File: config.mk
export PLATFORM = sky130hd
export DESIGN_NAME = gradient_palette_interpolator_core
export DESIGN_NICKNAME = d
export VERILOG_FILES = /design/src/hdl/gpi_pkg.sv /design/src/hdl/gradient_palette_interpolator_core.sv /design/src/hdl/gpi_div_step.sv
export VERILOG_INCLUDE_DIRS = /design/src /design/src/hdl
export SDC_FILE = /design/constraint.sdc
export NUM_CORES = 2
export LEC_CHECK = 0
export BUFFER_PORTS_ARGS = -buffer_cell sky130_fd_sc_hd__buf_2
export CORE_MARGIN = 4
export CORE_UTILIZATION = 40
export DETAILED_ROUTE_END_ITERATION = 7
export GPL_TIMING_DRIVEN = 0
export SYNTH_ARGS = -nofsm -noshare
export SYNTH_HDL_FRONTEND = slang
export SYNTH_SLANG_ARGS = --single-unit
File: constraint.sdc
create_clock -name i_clk -period 12.48 [get_ports i_clk]
set_input_delay 1.248 -clock i_clk [delete_from_list [all_inputs] [get_ports i_clk]]
set_output_delay 1.248 -clock i_clk [all_outputs]
set_load 0.02 [all_outputs]
File: src/hdl/gradient_palette_interpolator_core_assert.svh
// Assertion macros shared by the gradient palette interpolator RTL.
`ifndef GRADIENT_PALETTE_INTERPOLATOR_CORE_ASSERT_SVH
`define GRADIENT_PALETTE_INTERPOLATOR_CORE_ASSERT_SVH

// The consequent must hold in the same cycle as the antecedent.
`define GPI_ASSERT_NOW(label, clk, rst_n, ante, cons, msg) \
    label: assert property (@(posedge clk) disable iff (!(rst_n)) (ante) |-> (cons)) \
        else $error(msg);

// The consequent must hold in the cycle after the antecedent.
`define GPI_ASSERT_NEXT(label, clk, rst_n, ante, cons, msg) \
    label: assert property (@(posedge clk) disable iff (!(rst_n)) (ante) |=> (cons)) \
        else $error(msg);

`endif

File: src/hdl/gpi_pkg.sv
// Shared constants and the divider lane type of the gradient palette interpolator.
package gpi_pkg;

    localparam int PALETTE_SIZE       = 256;
    localparam int IDX_W              = 8;
    localparam int COLOR_W            = 8;
    localparam int NUM_CH             = 3;
    localparam int PROD_W             = 2 * COLOR_W;
    localparam int RGB_W              = NUM_CH * COLOR_W;
    localparam int STOP_W             = 32;
    localparam int COUNT_W            = 3;
    localparam int MIN_STOPS          = 2;

    localparam int CFG_IDX_W          = 3;
    localparam logic [CFG_IDX_W-1:0] CFG_STOP_COUNT  = 3'd0;
    localparam logic [CFG_IDX_W-1:0] CFG_STOP_WORD_0 = 3'd1;

    localparam logic [COUNT_W-1:0] STOP_COUNT_RESET  = 3'd2;
    localparam logic [STOP_W-1:0]  STOP_WORD_1_RESET = 32'hFFFF_FFFF;
    localparam logic [COLOR_W-1:0] ALPHA_OPAQUE      = 8'hFF;

    localparam int DIV_BITS_PER_STAGE = 2;
    localparam int DIV_STAGES         = COLOR_W / DIV_BITS_PER_STAGE;
    localparam int FRONT_STAGES       = 4;

    typedef struct packed {
        logic [NUM_CH-1:0][COLOR_W-1:0] rem;
        logic [NUM_CH-1:0][COLOR_W-1:0] low;
        logic [NUM_CH-1:0][COLOR_W-1:0] quo;
        logic [COLOR_W-1:0]             dvsr;
        logic                           clamped;
        logic [RGB_W-1:0]               rgb;
    } t_div_lane;

endpackage

File: src/hdl/gradient_palette_interpolator_core.sv
// Top level of the gradient palette interpolator: stop registers, pipeline and handshakes.
//
//  Channel  | Direction | Handshake                 | Payload
//  ---------+-----------+---------------------------+-------------------------------
//  cfg      | in        | i_cfg_valid / o_cfg_ready | i_cfg_index, i_cfg_data
//  in       | in        | i_in_valid / o_in_stall   | i_color_index
//  out      | out       | o_out_valid / i_out_stall | o_argb_color, o_clamped
//
// One request enters per cycle while the input is not stalled; each result passes through every stage register.
// The depth is set by 4 front stages (segment search, stop fetch, multiply, sum) and
// a 4-stage restoring divider that resolves two quotient bits per stage.
// Reset is synchronous and active low; it empties the pipeline and restores the stops.
// A stall on the output holds each full stage with no empty stage after it; empty stages still fill, so the input
// side is stalled only when the whole pipeline is full.
`include "gradient_palette_interpolator_core_assert.svh"

module gradient_palette_interpolator_core import gpi_pkg::*; #(
    parameter int MAX_STOPS = 7
) (
    input  logic                  i_clk,
    input  logic                  i_rst_n,

    input  logic                  i_cfg_valid,
    output logic                  o_cfg_ready,
    input  logic [CFG_IDX_W-1:0]  i_cfg_index,
    input  logic [STOP_W-1:0]     i_cfg_data,

    input  logic                  i_in_valid,
    output logic                  o_in_stall,
    input  logic [IDX_W-1:0]      i_color_index,

    output logic                  o_out_valid,
    input  logic                  i_out_stall,
    output logic [STOP_W-1:0]     o_argb_color,
    output logic                  o_clamped
);

    localparam int SEG_W    = $clog2(MAX_STOPS);
    localparam int N_STAGES = FRONT_STAGES + DIV_STAGES;

    typedef struct packed {
        logic [IDX_W-1:0]     idx;
        logic [MAX_STOPS-2:0] seg_oh;
        logic [MAX_STOPS-1:0] end_oh;
        logic                 clamped;
    } t_stage_a;

    typedef struct packed {
        logic [COLOR_W-1:0]             a;
        logic [COLOR_W-1:0]             b;
        logic [COLOR_W-1:0]             span;
        logic [NUM_CH-1:0][COLOR_W-1:0] c_lo;
        logic [NUM_CH-1:0][COLOR_W-1:0] c_hi;
        logic                           clamped;
        logic [RGB_W-1:0]               rgb;
    } t_stage_b;

    typedef struct packed {
        logic [NUM_CH-1:0][PROD_W-1:0] prod_hi;
        logic [NUM_CH-1:0][PROD_W-1:0] prod_lo;
        logic [COLOR_W-1:0]            span;
        logic                          clamped;
        logic [RGB_W-1:0]              rgb;
    } t_stage_c;

    // Configuration registers.
    logic [COUNT_W-1:0] r_stop_count;
    logic [STOP_W-1:0]  r_stop_word [MAX_STOPS];

    // Pipeline control.
    logic [N_STAGES-1:0] r_vld;
    logic [N_STAGES-1:0] n_vld;
    logic [N_STAGES-1:0] adv;

    t_stage_a  r_sa, n_sa;
    t_stage_b  r_sb, n_sb;
    t_stage_c  r_sc, n_sc;
    t_div_lane r_sd, n_sd;
    t_div_lane w_lane [DIV_STAGES+1];

    assign o_cfg_ready = 1'b1;

    always_ff @(posedge i_clk) begin
        if (!i_rst_n) begin
            r_stop_count <= STOP_COUNT_RESET;
            for (int k = 0; k < MAX_STOPS; k++) begin
                r_stop_word[k] <= (k == 1) ? STOP_WORD_1_RESET : '0;
            end
        end else if (i_cfg_valid) begin
            if (i_cfg_index == CFG_STOP_COUNT) begin
                r_stop_count <= i_cfg_data[COUNT_W-1:0];
            end
            for (int k = 0; k < MAX_STOPS; k++) begin
                if (i_cfg_index == CFG_STOP_WORD_0 + CFG_IDX_W'(k)) begin
                    r_stop_word[k] <= i_cfg_data;
                end
            end
        end
    end

    // A stage loads when it is empty or when the stage after it moves on.
    always_comb begin
        adv[N_STAGES-1] = !r_vld[N_STAGES-1] || !i_out_stall;
        for (int k = N_STAGES - 2; k >= 0; k--) begin
            adv[k] = !r_vld[k] || adv[k+1];
        end
        n_vld[0] = adv[0] ? i_in_valid : r_vld[0];
        for (int k = 1; k < N_STAGES; k++) begin
            n_vld[k] = adv[k] ? r_vld[k-1] : r_vld[k];
        end
    end

    always_ff @(posedge i_clk) begin
        if (!i_rst_n) begin
            r_vld <= '0;
        end else begin
            r_vld <= n_vld;
        end
    end

    assign o_in_stall = !adv[0];

    // Stage A: compare the index against every stop and pick the segment.
    always_comb begin
        logic [IDX_W-1:0]     idx_sat;
        logic [COUNT_W-1:0]   n_eff;
        logic [SEG_W-1:0]     last;
        logic [MAX_STOPS-1:0] ge;
        logic [MAX_STOPS-1:0] last_oh;
        logic                 below;
        logic                 above;
        logic                 found;

        idx_sat = (int'(i_color_index) > PALETTE_SIZE - 1) ? IDX_W'(PALETTE_SIZE - 1)
                                                            : i_color_index;
        if (r_stop_count < COUNT_W'(MIN_STOPS)) begin
            n_eff = COUNT_W'(MIN_STOPS);
        end else if (int'(r_stop_count) > MAX_STOPS) begin
            n_eff = COUNT_W'(MAX_STOPS);
        end else begin
            n_eff = r_stop_count;
        end
        last = SEG_W'(n_eff - COUNT_W'(1));

        for (int k = 0; k < MAX_STOPS; k++) begin
            ge[k]      = idx_sat >= r_stop_word[k][STOP_W-1 -: COLOR_W];
            last_oh[k] = (SEG_W'(k) == last);
        end
        below = !ge[0];
        above = |(ge & last_oh);

        // The lowest segment whose stops enclose the index wins.
        found = 1'b0;
        for (int j = 0; j < MAX_STOPS - 1; j++) begin
            n_sa.seg_oh[j] = !found && (SEG_W'(j) < last) && ge[j] && !ge[j+1];
            found          = found || n_sa.seg_oh[j];
        end

        n_sa.idx     = idx_sat;
        n_sa.clamped = below || above;
        n_sa.end_oh  = below ? MAX_STOPS'(1) : last_oh;
    end

    // Stage B: fetch the two stops of the segment and form the distances.
    always_comb begin
        logic [STOP_W-1:0] w_lo;
        logic [STOP_W-1:0] w_hi;
        logic [STOP_W-1:0] w_end;

        w_lo  = '0;
        w_hi  = '0;
        w_end = '0;
        for (int j = 0; j < MAX_STOPS - 1; j++) begin
            w_lo = w_lo | (r_sa.seg_oh[j] ? r_stop_word[j]   : '0);
            w_hi = w_hi | (r_sa.seg_oh[j] ? r_stop_word[j+1] : '0);
        end
        for (int k = 0; k < MAX_STOPS; k++) begin
            w_end = w_end | (r_sa.end_oh[k] ? r_stop_word[k] : '0);
        end

        n_sb.a       = r_sa.idx - w_lo[STOP_W-1 -: COLOR_W];
        n_sb.b       = w_hi[STOP_W-1 -: COLOR_W] - r_sa.idx;
        n_sb.span    = w_hi[STOP_W-1 -: COLOR_W] - w_lo[STOP_W-1 -: COLOR_W];
        n_sb.c_lo    = w_lo[RGB_W-1:0];
        n_sb.c_hi    = w_hi[RGB_W-1:0];
        n_sb.clamped = r_sa.clamped;
        n_sb.rgb     = w_end[RGB_W-1:0];
    end

    // Stage C: weight each end color by the distance to the other end.
    always_comb begin
        for (int ch = 0; ch < NUM_CH; ch++) begin
            n_sc.prod_hi[ch] = PROD_W'(r_sb.a) * PROD_W'(r_sb.c_hi[ch]);
            n_sc.prod_lo[ch] = PROD_W'(r_sb.b) * PROD_W'(r_sb.c_lo[ch]);
        end
        n_sc.span    = r_sb.span;
        n_sc.clamped = r_sb.clamped;
        n_sc.rgb     = r_sb.rgb;
    end

    // Stage D: sum the weights. The sum is below 256 times the spacing, so its
    // upper byte already fits as the first partial remainder.
    always_comb begin
        logic [PROD_W-1:0] num;
        num = '0;
        for (int ch = 0; ch < NUM_CH; ch++) begin
            num = r_sc.prod_hi[ch] + r_sc.prod_lo[ch];
            n_sd.rem[ch] = num[PROD_W-1:COLOR_W];
            n_sd.low[ch] = num[COLOR_W-1:0];
        end
        n_sd.quo     = '0;
        n_sd.dvsr    = r_sc.span;
        n_sd.clamped = r_sc.clamped;
        n_sd.rgb     = r_sc.rgb;
    end

    always_ff @(posedge i_clk) begin
        if (adv[0]) begin
            r_sa <= n_sa;
        end
        if (adv[1]) begin
            r_sb <= n_sb;
        end
        if (adv[2]) begin
            r_sc <= n_sc;
        end
        if (adv[3]) begin
            r_sd <= n_sd;
        end
    end

    assign w_lane[0] = r_sd;

    for (genvar s = 0; s < DIV_STAGES; s++) begin : g_div
        gpi_div_step u_div_step (
            .i_clk  (i_clk),
            .i_en   (adv[FRONT_STAGES + s]),
            .i_lane (w_lane[s]),
            .o_lane (w_lane[s+1])
        );
    end

    assign o_out_valid  = r_vld[N_STAGES-1];
    assign o_clamped    = w_lane[DIV_STAGES].clamped;
    assign o_argb_color = {ALPHA_OPAQUE, w_lane[DIV_STAGES].clamped ? w_lane[DIV_STAGES].rgb
                                                                    : w_lane[DIV_STAGES].quo};

    `GPI_ASSERT_NEXT(a_accept_enters, i_clk, i_rst_n, i_in_valid && !o_in_stall, r_vld[0], "accepted request did not enter the pipeline")
    `GPI_ASSERT_NOW(a_full_stall, i_clk, i_rst_n, (&r_vld) && i_out_stall, o_in_stall, "full pipeline took a new request")
    `GPI_ASSERT_NOW(a_span_nonzero, i_clk, i_rst_n, r_vld[1] && !r_sb.clamped, r_sb.span != '0, "interpolated request has zero stop spacing")
    `GPI_ASSERT_NOW(a_div_range, i_clk, i_rst_n, r_vld[3] && !r_sd.clamped, (r_sd.rem[0] < r_sd.dvsr) && (r_sd.rem[1] < r_sd.dvsr) && (r_sd.rem[2] < r_sd.dvsr), "quotient would not fit in a color byte")

endmodule

File: src/hdl/gpi_div_step.sv
// One registered stage of the restoring divider: two quotient bits for each color channel.
module gpi_div_step import gpi_pkg::*; (
    input  logic      i_clk,
    input  logic      i_en,
    input  t_div_lane i_lane,
    output t_div_lane o_lane
);

    t_div_lane n_lane;
    t_div_lane r_lane;

    // The partial remainder stays below the divisor, so each step shifts in one
    // dividend bit and subtracts the divisor at most once.
    always_comb begin
        logic [COLOR_W:0] trial;
        n_lane = i_lane;
        trial  = '0;
        for (int ch = 0; ch < NUM_CH; ch++) begin
            for (int s = 0; s < DIV_BITS_PER_STAGE; s++) begin
                trial = {n_lane.rem[ch], n_lane.low[ch][COLOR_W-1]};
                n_lane.low[ch] = {n_lane.low[ch][COLOR_W-2:0], 1'b0};
                if (trial >= {1'b0, n_lane.dvsr}) begin
                    n_lane.rem[ch] = COLOR_W'(trial - {1'b0, n_lane.dvsr});
                    n_lane.quo[ch] = {n_lane.quo[ch][COLOR_W-2:0], 1'b1};
                end else begin
                    n_lane.rem[ch] = trial[COLOR_W-1:0];
                    n_lane.quo[ch] = {n_lane.quo[ch][COLOR_W-2:0], 1'b0};
                end
            end
        end
    end

    always_ff @(posedge i_clk) begin
        if (i_en) begin
            r_lane <= n_lane;
        end
    end

    assign o_lane = r_lane;

endmodule

==> results.toml <==
[logic_synthesis]
ys_types = 84
synth_flop_cell = "edfxtp_1"
yosys-top-cells-count = "edfxtp_1, ha_1, inv_1, nand2_1, nor2_1"
synth_most_common_cell = "edfxtp_1"
synth_cells = 4844
synthTopCellsByArea = "edfxtp_1, ha_1, fa_1"
synth.top_cell.area_share_pct = 45.59
ys_async_sr_fraction_pct = 0
synth_seq_cells = 856
synth-edff-count = 845
synth_largest_area_cell = "edfxtp_1"
avgSynthCellArea_sq_um = 11.49
seq_area_frac_synth_pct = 45.98
synth_area_sq_mm = 0.05566
yosys_warnings = 0

[die]
die_area_sq_mm = 0.1452
initial_core_util_pct = 40.38
core-area_sq_mm = 0.1378
die_h_um = 381.0
dieWidth_um = 381.0
pin_count = 84
rows = 136

[cts]
cts_tree = "done"
cts_setup_buffers = 0
cts-root-buf = "clkbuf_16"
clockBufferDepth = 3
holdBufCountCts = 0
numCtsBuffers = 91
clk_pin_slew_ns = 0.06
clock_latency_ns = 0.71
clkSinkCount = 856
htree_levels = 3
cts_resized = 0

[flow_run]
cap_viol_max_count = 0

[critical_path]
crit_required_ns = 12.89
arrival_ns = 6.58
worstSetupStartpointType = "flip-flop"
end_kind = "flip-flop"
rrSetupSlack_ns = 6.31
path_max_fanout = 10
critPathKind = "reg -> reg"

[run_status]
status = "finished with violations"
violations = "DRC"

[place]
placed_cells = 6733
dp_hpwl_mm = 112.9
port_buffers = 73
gp_congestion = 0.9354

[global_routing]
grt_remaining_overflow = 0
grt_max_degree = 104
grt_pass1_vias = 37660
grt_usage_pct = 20.09
grt_pass1_wl_mm = 224.0
antenna_found_initial = 9

[sta]
rsz0062_at_grt = "no"
fmax_mhz = 162.1
layout_min_cycle_time_ns = 6.171
relSlewSlack_pct = 17.67
report.final.slew_viol_count = 0
timing.hold.ws_ns = 0.4023
setup_viol = 0
tns_ns = 0
tightest_slew_ns = 1.235
worst_clock_skew_ns = 0.03182
finalCritPeriodShare_pct = 49.44
hold_viol = 0

[routing]
dr.first_iter.drc_count = 3536
drt-total-wl_mm = 147.4
antenna_left = 0
routedWlPerCell_um = 21.34
vias_per_cell = 5.462
drc = 2
vias = 37720
first_pass_iters = 8

[min_path]
hp-class = "reg -> reg"

[power]
p_per_area_mw_per_mm2 = 272.6
finalPower_mw = 16.85
max-vdd-ir-drop_mv = 0.3053
p_leak_nw = 26.29

[finish]
drive_above_1_share_pct = 8.888
final_cells = 6906
area_growth_pct = 11.06
fillers = 12730
nNetsFinal = 5856
report_power, final:
group	total, mW	internal, mW	switching [mW]	leakage (nW)
sequential	4.86	4.37	0.485	9.16
combinational	9.21	4.18	5.02	15.6
clock	2.79	1.61	1.18	1.50
total	16.9	10.2	6.69	26.3
layer usage:
metal / track usage [%] / part of all wire (%)
met5: 0 / 0.020
met4: 8.212 / 4.5
met3: 3.795 / 7.0
met2: 33.26 / 47
met1: 25.96 / 41
critical path, cell delays in order (launching register included):
cell	delay (ns)
edfxtp_1	0.64
clkbuf_1	0.56
nand2_1	0.16
fa_1	0.54
fa_1	0.55
inv_1	0.05
fa_1	0.47
inv_1	0.05
fa_1	0.48
inv_1	0.04
ha_1	0.32
o21a_1	0.12
o31a_1	0.13
o211ai_1	0.25
a21oi_1	0.12
a2111oi_0	0.71
a21oi_1	0.18
xnor2_1	0.51
layout by cell type (no fill, tap or decap), types with 23 or more instances in the layout:
master	instances
o21ai_0	128
nand3_1	116
nor2_1	310
nand4_1	35
nor2b_1	66
buf_2	76
clkbuf_16	93
xor2_1	43
and3_1	23
nor3_1	34
a222oi_1	24
fa_1	243
mux2_2	125
xnor2_1	165
a21o_1	61
clkbuf_1	126
o21a_1	64
edfxtp_1	845
a21oi_1	177
inv_1	522
ha_1	533
nand2_1	351
mux2i_1	33
or2_2	42
a22oi_1	234
and2_1	203
nand2b_1	51
cell type report:
class                           instances  area, sq um  area share (%)
Clock buffer                          119         2485           4.020
Sequential cell                       856        25590           41.40
Timing Repair Buffer                   87        705.7           1.142
Antenna cell                            4        10.01         0.01619
Buffer                                138        563.0          0.9108
Tap cell                             1794         2245           3.631
Clock inverter                         50        615.6          0.9958
Inverter                              525         1981           3.204
Multi-Input combinational cell       3333        27620           44.68
worst paths after layout:
check | start | end | depth (start not counted)
worst max-delay path | r_sb[94]$_DFFE_PP_ | r_sc[96]$_DFFE_PP_ | 17
worst max register to register | r_sb[94]$_DFFE_PP_ | r_sc[96]$_DFFE_PP_ | 17
worst min-delay path | g_div[2].u_div_step.o_lane[1]$_DFFE_PP_ | g_div[3].u_div_step.o_lane[1]$_DFFE_PP_ | 0
worst min register to register | g_div[2].u_div_step.o_lane[1]$_DFFE_PP_ | g_div[3].u_div_step.o_lane[1]$_DFFE_PP_ | 0
registers in the layout (all words and copies together) (netlist names), 3 cells and up:
signal                   flops
g_div.u_div_step.o_lane    292
r_stop_word                224
r_sc                        96
r_sd                        81
r_sb                        64
n_sc                        33
n_sd                        33
r_sa                        21
r_vld                        8
r_stop_count                 3
cell families after synthesis:
family | Yosys count | synth area share, %
flip-flops | 856 | 45.98
other | 1 | 0.006737
AND/OR/NAND/NOR | 1293 | 11.25
AO/OA/AOI/OAI | 883 | 10.93
adder cells (fa/ha/maj) | 776 | 20.72
buffers and inverters | 663 | 4.552
XOR/XNOR | 208 | 3.273
multiplexers | 164 | 3.277
stage by stage:
step,instance area (sq um),setup slack [ns],util [%]
2_1_floorplan,55690,7.464,-
3_3_place_gp,58300,6.290,42.30
3_5_place_dp,58700,6.337,42.59
4_1_cts,61800,6.319,44.84
5_1_grt,61810,6.019,44.84
6_report,61820,6.310,44.85
Note: power is estimated with default switching activity, not from simulation.
